$ cat src/hdl/tdc_pkg.sv
// Shared types and constants for the time-of-day counter.
`default_nettype none
package tdc_pkg;

  localparam int SEC_PER_MIN   = 60;
  localparam int MIN_PER_HOUR  = 60;
  localparam int HOURS_PER_DAY = 24;
  localparam int HALF_DAY      = 12;

  localparam logic [3:0] REQ_TICK     = 4'd0;
  localparam logic [3:0] REQ_UNTICK   = 4'd1;
  localparam logic [3:0] REQ_SET_HOUR = 4'd2;
  localparam logic [3:0] REQ_SET_MIN  = 4'd3;
  localparam logic [3:0] REQ_SET_SEC  = 4'd4;
  localparam logic [3:0] REQ_ADD_SEC  = 4'd5;
  localparam logic [3:0] REQ_SUB_SEC  = 4'd6;
  localparam logic [3:0] REQ_ADJ_MIN  = 4'd7;
  localparam logic [3:0] REQ_ADJ_HOUR = 4'd8;

  typedef enum logic [2:0] {
    OP_NONE,
    OP_STEP,
    OP_SET_HOUR,
    OP_SET_MIN,
    OP_SET_SEC
  } op_t;

  typedef enum logic [1:0] {
    UNIT_SEC,
    UNIT_MIN,
    UNIT_HOUR
  } unit_t;

  typedef struct packed {
    op_t        op;
    unit_t      unit;
    logic       sub;
    logic [5:0] set_val;
    logic       set_bad;
  } ctl_t;

endpackage
`default_nettype wire

$ cat src/hdl/time_of_day_counter.sv
// Top level: 24-hour time-of-day counter with set, tick and add/subtract operations.
// Throughput: one item per cycle unless out_valid is high and out_ready is low; the
// amount is split into second, minute and hour digits by three pipelined
// divide-by-constant units ahead of the time registers.
// Reset clears the pipeline, sets the time to 00:00:00 and format_24h to 1.
`default_nettype none
module time_of_day_counter #(
  parameter int AMOUNT_BITS = 16
) (
  input  logic                   clk,
  input  logic                   rst_n,
  input  logic                   in_valid,
  output logic                   in_ready,
  input  logic [3:0]             in_req_type,
  input  logic [AMOUNT_BITS-1:0] in_amount,
  input  logic                   in_subtract,
  output logic                   out_valid,
  input  logic                   out_ready,
  output logic [4:0]             out_hours,
  output logic [5:0]             out_minutes_now,
  output logic [5:0]             out_seconds_now,
  output logic [4:0]             out_display_hour,
  output logic                   out_is_pm,
  output logic                   out_set_ignored,
  input  logic                   cfg_valid,
  output logic                   cfg_ready,
  input  logic                   cfg_format_24h
);

  import tdc_pkg::*;

  localparam int W = AMOUNT_BITS;

  logic             adv;
  logic             fmt_r;
  logic             vld_r [0:6];
  ctl_t             ctl_r [0:6];
  logic [W-1:0]     amt_r [0:4];
  logic [5:0]       sd_r  [3:6];
  logic [5:0]       md_r  [5:6];

  ctl_t             ctl_in;
  logic [W-1:0]     x_in;
  logic [W-1:0]     q0, q1;
  logic [5:0]       r0, r1;
  logic [4:0]       r2;
  logic [W-1:0]     lvl1_x, lvl2_x;

  assign adv       = !out_valid || out_ready;
  assign in_ready  = adv;
  assign cfg_ready = 1'b1;

  always_comb begin
    ctl_in.op      = OP_NONE;
    ctl_in.unit    = UNIT_SEC;
    ctl_in.sub     = 1'b0;
    ctl_in.set_val = in_amount[5:0];
    ctl_in.set_bad = 1'b0;
    x_in           = in_amount;
    case (in_req_type)
      REQ_TICK: begin
        ctl_in.op = OP_STEP;
        x_in      = W'(1);
      end
      REQ_UNTICK: begin
        ctl_in.op  = OP_STEP;
        ctl_in.sub = 1'b1;
        x_in       = W'(1);
      end
      REQ_SET_HOUR: begin
        ctl_in.op      = OP_SET_HOUR;
        ctl_in.set_bad = in_amount >= W'(HOURS_PER_DAY);
      end
      REQ_SET_MIN: begin
        ctl_in.op      = OP_SET_MIN;
        ctl_in.set_bad = in_amount >= W'(MIN_PER_HOUR);
      end
      REQ_SET_SEC: begin
        ctl_in.op      = OP_SET_SEC;
        ctl_in.set_bad = in_amount >= W'(SEC_PER_MIN);
      end
      REQ_ADD_SEC: begin
        ctl_in.op = OP_STEP;
      end
      REQ_SUB_SEC: begin
        ctl_in.op  = OP_STEP;
        ctl_in.sub = 1'b1;
      end
      REQ_ADJ_MIN: begin
        ctl_in.op   = OP_STEP;
        ctl_in.unit = UNIT_MIN;
        ctl_in.sub  = in_subtract;
      end
      REQ_ADJ_HOUR: begin
        ctl_in.op   = OP_STEP;
        ctl_in.unit = UNIT_HOUR;
        ctl_in.sub  = in_subtract;
      end
      default: begin
      end
    endcase
  end

  always_ff @(posedge clk) begin
    if (!rst_n) begin
      fmt_r <= 1'b1;
    end else if (cfg_valid) begin
      fmt_r <= cfg_format_24h;
    end
  end

  always_ff @(posedge clk) begin
    if (!rst_n) begin
      for (int i = 0; i < 7; i++) vld_r[i] <= 1'b0;
    end else if (adv) begin
      vld_r[0] <= in_valid;
      for (int i = 1; i < 7; i++) vld_r[i] <= vld_r[i-1];
    end
  end

  always_ff @(posedge clk) begin
    if (adv) begin
      ctl_r[0] <= ctl_in;
      amt_r[0] <= x_in;
      for (int i = 1; i < 7; i++) ctl_r[i] <= ctl_r[i-1];
      for (int i = 1; i < 5; i++) amt_r[i] <= amt_r[i-1];
      sd_r[3] <= r0;
      sd_r[4] <= sd_r[3];
      sd_r[5] <= sd_r[4];
      sd_r[6] <= sd_r[5];
      md_r[5] <= r1;
      md_r[6] <= md_r[5];
    end
  end

  assign lvl1_x = (ctl_r[2].unit == UNIT_MIN) ? amt_r[2] : q0;
  assign lvl2_x = (ctl_r[4].unit == UNIT_HOUR) ? amt_r[4] : q1;

  tdc_cdiv #(.W(W), .D(SEC_PER_MIN)) u_div_sec (
    .clk   (clk),
    .en    (adv),
    .x_i   (amt_r[0]),
    .quo_o (q0),
    .rem_o (r0)
  );

  tdc_cdiv #(.W(W), .D(MIN_PER_HOUR)) u_div_min (
    .clk   (clk),
    .en    (adv),
    .x_i   (lvl1_x),
    .quo_o (q1),
    .rem_o (r1)
  );

  tdc_cdiv #(.W(W), .D(HOURS_PER_DAY)) u_div_hour (
    .clk   (clk),
    .en    (adv),
    .x_i   (lvl2_x),
    .quo_o (),
    .rem_o (r2)
  );

  tdc_state u_state (
    .clk            (clk),
    .rst_n          (rst_n),
    .en             (adv),
    .vld_i          (vld_r[6]),
    .ctl_i          (ctl_r[6]),
    .sec_d_i        (sd_r[6]),
    .min_d_i        (md_r[6]),
    .hour_d_i       (r2),
    .format_24h_i   (fmt_r),
    .out_valid_o    (out_valid),
    .hours_o        (out_hours),
    .minutes_o      (out_minutes_now),
    .seconds_o      (out_seconds_now),
    .display_hour_o (out_display_hour),
    .is_pm_o        (out_is_pm),
    .set_ignored_o  (out_set_ignored)
  );

endmodule
`default_nettype wire

$ cat src/hdl/tdc_cdiv.sv
// Pipelined divide by a constant: reciprocal multiply, then one correction step.
`default_nettype none
module tdc_cdiv #(
  parameter int W = 16,
  parameter int D = 60,
  localparam int RW = $clog2(D)
) (
  input  logic          clk,
  input  logic          en,
  input  logic [W-1:0]  x_i,
  output logic [W-1:0]  quo_o,
  output logic [RW-1:0] rem_o
);

  localparam int K = W + 1;
  localparam longint unsigned MUL = (64'd1 << K) / D;
  localparam int MW = $clog2(MUL + 1);
  localparam int PW = W + MW;
  localparam int XW = W + 2;

  logic [PW-1:0] prod_r;
  logic [W-1:0]  x_r;
  logic [W-1:0]  quo_r;
  logic [RW-1:0] rem_r;

  logic [W-1:0]  qe;
  logic [XW-1:0] qd;
  logic [XW-1:0] r_raw;
  logic [RW:0]   rr;
  logic          over;

  always_ff @(posedge clk) begin
    if (en) begin
      prod_r <= {{MW{1'b0}}, x_i} * {{W{1'b0}}, MW'(MUL)};
      x_r    <= x_i;
    end
  end

  always_comb begin
    qe    = W'(prod_r[PW-1:K]);
    qd    = XW'(qe) * XW'(D);
    r_raw = XW'(x_r) - qd;
    rr    = r_raw[RW:0];
    over  = rr >= (RW+1)'(D);
  end

  always_ff @(posedge clk) begin
    if (en) begin
      quo_r <= over ? qe + W'(1) : qe;
      rem_r <= over ? RW'(rr - (RW+1)'(D)) : RW'(rr);
    end
  end

  assign quo_o = quo_r;
  assign rem_o = rem_r;

endmodule
`default_nettype wire

$ cat src/hdl/tdc_state.sv
// Time registers, digit-wise add/subtract and set, display hour and result register.
`default_nettype none
module tdc_state (
  input  logic          clk,
  input  logic          rst_n,
  input  logic          en,
  input  logic          vld_i,
  input  tdc_pkg::ctl_t ctl_i,
  input  logic [5:0]    sec_d_i,
  input  logic [5:0]    min_d_i,
  input  logic [4:0]    hour_d_i,
  input  logic          format_24h_i,
  output logic          out_valid_o,
  output logic [4:0]    hours_o,
  output logic [5:0]    minutes_o,
  output logic [5:0]    seconds_o,
  output logic [4:0]    display_hour_o,
  output logic          is_pm_o,
  output logic          set_ignored_o
);

  import tdc_pkg::*;

  logic [4:0] hour_r, hour_nxt;
  logic [5:0] min_r, min_nxt;
  logic [5:0] sec_r, sec_nxt;
  logic       out_valid_r;
  logic [4:0] hours_r, disp_r;
  logic [5:0] minutes_r, seconds_r;
  logic       is_pm_r, ign_r;

  logic [5:0] ds, dm;
  logic [6:0] s_t, m_t;
  logic [5:0] h_t;
  logic       c1, c2;
  logic [5:0] s_step, m_step;
  logic [4:0] h_step;
  logic [4:0] disp;

  always_comb begin
    ds = (ctl_i.unit == UNIT_SEC) ? sec_d_i : 6'd0;
    dm = (ctl_i.unit == UNIT_HOUR) ? 6'd0 : min_d_i;
    if (ctl_i.sub) begin
      s_t    = {1'b0, sec_r} - {1'b0, ds};
      c1     = s_t[6];
      s_step = c1 ? 6'(s_t + 7'(SEC_PER_MIN)) : s_t[5:0];
      m_t    = {1'b0, min_r} - {1'b0, dm} - {6'd0, c1};
      c2     = m_t[6];
      m_step = c2 ? 6'(m_t + 7'(MIN_PER_HOUR)) : m_t[5:0];
      h_t    = {1'b0, hour_r} - {1'b0, hour_d_i} - {5'd0, c2};
      h_step = h_t[5] ? 5'(h_t + 6'(HOURS_PER_DAY)) : h_t[4:0];
    end else begin
      s_t    = {1'b0, sec_r} + {1'b0, ds};
      c1     = s_t >= 7'(SEC_PER_MIN);
      s_step = c1 ? 6'(s_t - 7'(SEC_PER_MIN)) : s_t[5:0];
      m_t    = {1'b0, min_r} + {1'b0, dm} + {6'd0, c1};
      c2     = m_t >= 7'(MIN_PER_HOUR);
      m_step = c2 ? 6'(m_t - 7'(MIN_PER_HOUR)) : m_t[5:0];
      h_t    = {1'b0, hour_r} + {1'b0, hour_d_i} + {5'd0, c2};
      h_step = (h_t >= 6'(HOURS_PER_DAY)) ? 5'(h_t - 6'(HOURS_PER_DAY)) : h_t[4:0];
    end
  end

  always_comb begin
    hour_nxt = hour_r;
    min_nxt  = min_r;
    sec_nxt  = sec_r;
    case (ctl_i.op)
      OP_STEP: begin
        hour_nxt = h_step;
        min_nxt  = m_step;
        sec_nxt  = s_step;
      end
      OP_SET_HOUR: begin
        if (!ctl_i.set_bad) hour_nxt = ctl_i.set_val[4:0];
      end
      OP_SET_MIN: begin
        if (!ctl_i.set_bad) min_nxt = ctl_i.set_val;
      end
      OP_SET_SEC: begin
        if (!ctl_i.set_bad) sec_nxt = ctl_i.set_val;
      end
      default: begin
      end
    endcase
  end

  always_comb begin
    if (format_24h_i) begin
      disp = hour_nxt;
    end else if (hour_nxt > 5'(HALF_DAY)) begin
      disp = hour_nxt - 5'(HALF_DAY);
    end else if (hour_nxt == 5'd0) begin
      disp = 5'(HALF_DAY);
    end else begin
      disp = hour_nxt;
    end
  end

  always_ff @(posedge clk) begin
    if (!rst_n) begin
      hour_r      <= '0;
      min_r       <= '0;
      sec_r       <= '0;
      out_valid_r <= 1'b0;
    end else if (en) begin
      out_valid_r <= vld_i;
      if (vld_i) begin
        hour_r <= hour_nxt;
        min_r  <= min_nxt;
        sec_r  <= sec_nxt;
      end
    end
  end

  always_ff @(posedge clk) begin
    if (en && vld_i) begin
      hours_r   <= hour_nxt;
      minutes_r <= min_nxt;
      seconds_r <= sec_nxt;
      disp_r    <= disp;
      is_pm_r   <= hour_nxt >= 5'(HALF_DAY);
      ign_r     <= ctl_i.set_bad;
    end
  end

  assign out_valid_o    = out_valid_r;
  assign hours_o        = hours_r;
  assign minutes_o      = minutes_r;
  assign seconds_o      = seconds_r;
  assign display_hour_o = disp_r;
  assign is_pm_o        = is_pm_r;
  assign set_ignored_o  = ign_r;

endmodule
`default_nettype wire
$ cat config.mk
export PLATFORM = sky130hd
export DESIGN_NAME = time_of_day_counter
export DESIGN_NICKNAME = d
export VERILOG_FILES = /design/src/hdl/tdc_pkg.sv /design/src/hdl/time_of_day_counter.sv /design/src/hdl/tdc_cdiv.sv /design/src/hdl/tdc_state.sv
export SDC_FILE = /design/constraint.sdc
export NUM_CORES = 1
export LEC_CHECK = 0
export BUFFER_PORTS_ARGS = -buffer_cell sky130_fd_sc_hd__buf_2
export CORE_ASPECT_RATIO = 1.1
export CORE_UTILIZATION = 55
export DETAILED_ROUTE_END_ITERATION = 8
export PLACE_DENSITY = 0.73
export SLEW_MARGIN = 30
export SYNTH_ARGS = -nofsm -noshare
export SYNTH_HDL_FRONTEND = slang
export SYNTH_HIERARCHICAL = 1
export SYNTH_SLANG_ARGS = --single-unit
$ cat constraint.sdc
create_clock -name clk -period 21.8 [get_ports clk]
set_input_delay 3.27 -clock clk [delete_from_list [all_inputs] [get_ports clk]]
set_output_delay 3.27 -clock clk [all_outputs]
set_load 0.02 [all_outputs]
==> results.json, run 1 <==
{
  "outcome": "finished clean",
  "drt-total-wl_mm": 34.5,
  "max-cap-violations": 0,
  "crit_arrival_ns": 4.16,
  "drive_gt1_frac": 0.114,
  "io_buffers": 52,
  "regToRegSetupSlack_ns": 14.50,
  "end_kind": "primary output",
  "overflow": 0,
  "drc": 0,
  "drtIter0Drc": 567,
  "finalCritPeriodShare": 0.341,
  "crit_end": "in_ready",
  "hold_slack_ns": 0.407,
  "firstDrtPassIters": 6,
  "max_stage_delay_ns": 0.35,
  "grt_max_degree": 190,
  "die_h_um": 204,
  "tns_ns": 0,
  "design_area_sq_um": 22300,
  "core_region_area_sq_um": 36300,
  "reg2reg_to": "u_state/display_hour_o[2]",
  "cts-buffers-inserted": 36,
  "cts_setup_buffers": 0,
  "final_cells": 2177,
  "rows": 73,
  "nets": 1989,
  "dp_cells": 2110,
  "place_area_sq_um": 21000,
  "dr_wl_met2_mm": 17.7,
  "gp_congestion": 0.891,
  "grt_usage": 0.196,
  "wl_met3_mm": 1.44,
  "die_area_sq_um": 37700,
  "antennaDiodeCount": 0,
  "min_path_type": "reg -> reg",
  "highest_layer": "met4",
  "die_w_um": 185,
  "worst-r2r-cell-count": 30,
  "path_cells": "buf_2, nor2b_2, inv_8, buf_2",
  "fin_skew_ns": 0.0214,
  "grt_antenna_before_repair": 0,
  "wl_per_cell_um": 15.9,
  "rr_startpoint": "ctl_r[6][9]",
  "worst_pin_slew_ns": 0.916,
  "cp_slowest_cell": "nor2b_2",
  "yosysWarningCount": 6,
  "cts_tree": "yes",
  "avgSynthCellArea_sq_um": 12.7,
  "dp.final_hpwl_mm": 25.9,
  "synth_cells": 1598,
  "period_needed_ns": 7.43,
  "grt_pass1_wl_mm": 57.6,
  "setup_viol": 0,
  "critical_path_class": "in -> out",
  "crit_start": "out_ready",
  "ctsResizeCount": 0,
  "cts_sinks": 343,
  "ctsHoldBuffers": 0,
  "max_freq_ghz": 0.135,
  "area_delta_synth_final_pct": 9.60,
  "vias": 11743,
  "grt_pass1_vias": 12009,
  "clk_latency_ns": 0.55,
  "ant_nets": 0,
  "crit_top_cell": "buf_2",
  "synth_area_sq_um": 20300,
  "wl_met1_mm": 14.5,
  "clockRootBuffer": "clkbuf_16",
  "slew_viol_final": 0,
  "vias_per_cell": 5.39,
  "cp_max_fo": 37,
  "worst_setup_path_start_kind": "input pin",
  "grt_setup_unrepaired": "no",
  "clk_pin_slew_ns": 0.06,
  "htreeDepth": 2,
  "start_util": 0.561,
  "cts_buffer_depth": 3,
  "required_ns": 18.53,
  "io_pins": 54,
  "maxSlewHeadroom": 0.389,
  "hold_viol_final": 0
}
[flip-flops by register name, summed over array words and instances, names as in the netlist, 7 cells and up]
register and count:
amt_r 80, ctl_r 91, md_r 12, sd_r 24, u_div_min/prod_r 11, u_div_min/quo_o 12, u_div_min/x_r 7, u_div_sec/prod_r 11
u_div_sec/quo_o 12, u_div_sec/x_r 7, vld_r 7
[routing by layer]
layer	GRT usage	vias up
met1	0.238	5641
met3	0.0368	58
li1	-	5822
met5	0	-
met2	0.348	222
met4	0.0629	0
[final cells by class]
type | count | area, sq um
Sequential cell | 343 | 10100
Inverter | 209 | 792
Clock buffer | 44 | 961
Timing Repair Buffer | 56 | 323
Fill cell | 2808 | 14000
Clock inverter | 22 | 275
Multi-Input combinational cell | 1016 | 9260
Tap cell | 487 | 609
[cells in the final DEF, fill, tap and decap left out, drive strengths merged, types with 13 or more instances in the layout]
cell and n:
dfxtp 24, inv 212, clkinv 14, nand2b 13, nor3 19, nor2b 31, ha 219, xor2 25
nand2 101, a21boi 13, nand3 20, a31oi 19, edfxtp 319, fa 81, clkbuf 44, a21oi 69
xnor2 53, o21ai 60, mux2 39, nor2 53, buf 56
[worst min path at each step]
| stage | to | slack [ns] | startpoint | cells after the start |
|---|---|---|---|---|
| 6_report | sd_r[0][13] | 0.41 | sd_r[0][7] | 0 |
| 5_1_grt | ctl_r[4][10] | 0.41 | ctl_r[3][10] | 0 |
| 4_1_cts | sd_r[0][12] | 0.41 | sd_r[0][6] | 0 |
| 3_5_place_dp | ctl_r[2][0] | 0.40 | ctl_r[1][0] | 0 |
| 3_3_place_gp | ctl_r[1][9] | 0.40 | ctl_r[0][9] | 0 |
| 2_1_floorplan | amt_r[0][32] | 0.40 | amt_r[0][16] | 0 |
[through the flow]
stage	utilization	worst slack (ns)
5_1_grt	0.615	14.05
2_1_floorplan	-	9.32
4_1_cts	0.614	14.37
6_report	0.615	14.37
3_5_place_dp	0.580	14.39
3_3_place_gp	0.580	14.40
[worst max-delay path: cells and delay by family]
family / cells / cell delay [ns]
buffers and inverters: 3 / 0.51
AND/OR/NAND/NOR: 1 / 0.35
Power of run 1 is left out: the tool's default activity adds up to more than one toggle a clock period on the data nets, which glitch-free logic cannot reach.
==> run 2: changes to the inputs <==
PLACE_DENSITY = 0.76   (was 0.73)
clock period = 6.65 ns   (was 21.8 ns; I/O delays follow)
==> run 2 against run 1 <==
Against the previous run:
- clock skew grew 0.0013 ns
- sequential cell count did not move
- worst hold slack lost 0.0064 ns
- critical path depth is 27 higher
- design area increased by 1.6%
- non-clock buffer count rose by 19
- highest routed layer unchanged
==> results.json, run 2 (synthesis gave the netlist of run 1 again) <==
{
  "outcome": "finished clean",
  "hold_viol_final": 0,
  "die_h_um": 204,
  "tns_ns": 0,
  "antennaDiodeCount": 0,
  "dp.final_hpwl_mm": 27.1,
  "grt_usage": 0.198,
  "area_delta_synth_final_pct": 11.3,
  "worst_pin_slew_ns": 0.770,
  "top_register": "ctl_r",
  "required_ns": 6.95,
  "overflow": 0,
  "die_w_um": 185,
  "reg_top3": "ctl_r x91, amt_r x80, sd_r x24",
  "die_area_sq_um": 37700,
  "grt_pass1_vias": 12260,
  "drtIter0Drc": 810,
  "vias": 12064,
  "dp_cells": 2125,
  "rows": 73,
  "max_stage_delay_ns": 0.42,
  "fin_util": 0.624,
  "io_buffers": 52,
  "drt-total-wl_mm": 36.0,
  "start_util": 0.561,
  "core_region_area_sq_um": 36300,
  "min_path_type": "reg -> reg",
  "wl_per_cell_um": 16.4,
  "fin_skew_ns": 0.0227,
  "nets": 2009,
  "maxSlewHeadroom": 0.486,
  "fillerInstances": 2729,
  "cts-buffers-inserted": 37,
  "cts_tree": "yes",
  "firstDrtPassIters": 5,
  "clockRootBuffer": "clkbuf_16",
  "crit_arrival_ns": 6.65,
  "htreeDepth": 2,
  "gp_congestion": 0.885,
  "largest_reg_flops": 91,
  "vias_per_cell": 5.49,
  "end_kind": "register",
  "ant_nets": 0,
  "layout_common_cells": "edfxtp_1 (319), ha_1 (215), inv_1 (202)",
  "grt_max_degree": 194,
  "grt_antenna_before_repair": 0,
  "slew_viol_final": 0,
  "cp_slowest_cell": "edfxtp_1",
  "max_freq_ghz": 0.158,
  "cp_max_fo": 4,
  "max-cap-violations": 0,
  "clk_latency_ns": 0.55,
  "drc": 0,
  "critical_path_class": "reg -> reg",
  "worst_setup_path_start_kind": "register",
  "finalCritPeriodShare": 0.954,
  "setup_viol": 0,
  "ctsHoldBuffers": 0,
  "period_needed_ns": 6.35,
  "clk_pin_slew_ns": 0.06,
  "grt_pass1_wl_mm": 58.9,
  "cts_sinks": 343,
  "io_pins": 54,
  "drive_gt1_frac": 0.137,
  "cts_buffer_depth": 3,
  "final_cells": 2198,
  "layout_commonest_cell": "edfxtp_1"
}
-- run 2: cell count changes in the layout (fill, tap and decap cells not counted), sizes merged --
cell	before	now
buf	56	75
clkbuf	44	48
clkinvlp	0	2
inv	212	210
bufinv	5	4
clkinv	14	13
-- run 2: repair_timing --
action,4_1_cts,5_1_grt
setup buffers,0,4
setup endpoints to repair,2,6
resized for setup,5,30
pin swaps,0,14
-- run 2: per-layer routing --
| metal | routed length [um] | part of all wire | GRT usage | vias up |
|---|---|---|---|---|
| li1 | - | - | - | 5877 |
| met5 | 0 | 0 | 0 | - |
| met1 | 14600 | 0.40 | 0.229 | 5823 |
| met4 | 1240 | 0.034 | 0.0818 | 0 |
| met3 | 1460 | 0.041 | 0.0327 | 89 |
| met2 | 18700 | 0.52 | 0.362 | 275 |
-- run 2: final timing paths --
check             cells after the start   startpoint                         to  slack [ns]
hold reg to reg                       0  ctl_r[5][8]                ctl_r[6][8]        0.40
setup reg to reg                     31  ctl_r[6][8]  u_state/display_hour_o[2]        0.30
hold / removal                        0  ctl_r[5][8]                ctl_r[6][8]        0.40
setup / recovery                     31  ctl_r[6][8]  u_state/display_hour_o[2]        0.30
-- run 2: cell type report --
| class | instances | area [sq um] | share of cell area |
|---|---|---|---|
| clock buffer | 48 | 1010 | 0.0445 |
| clock inverter | 20 | 250 | 0.0111 |
| inverter | 209 | 788 | 0.0348 |
| multi-input combinational | 1016 | 9450 | 0.417 |
| sequential | 343 | 10100 | 0.444 |
| tap | 487 | 609 | 0.0269 |
| timing repair buffer | 75 | 469 | 0.0207 |
-- run 2: metrics by stage --
step           hold WS [ns]  setup WS, ns  cell area, sq um
3_3_place_gp          0.400         0.101             21100
2_1_floorplan         0.400        0.0882             20400
4_1_cts               0.404       0.00274             22400
5_1_grt               0.419       -0.0367             22600
6_report              0.401         0.304             22600
3_5_place_dp          0.405        -0.131             21100
-- run 2: critical path, delay by kind of cell (launching register included) --
kind            cells  cell delay (ns)
compound gates     11             1.74
xor+xnor            2             0.40
fa+ha+maj           6             1.68
buf+inv             2             0.21
flops               1             0.42
simple gates       10             1.66
Power of run 2 is left out for the same reason.
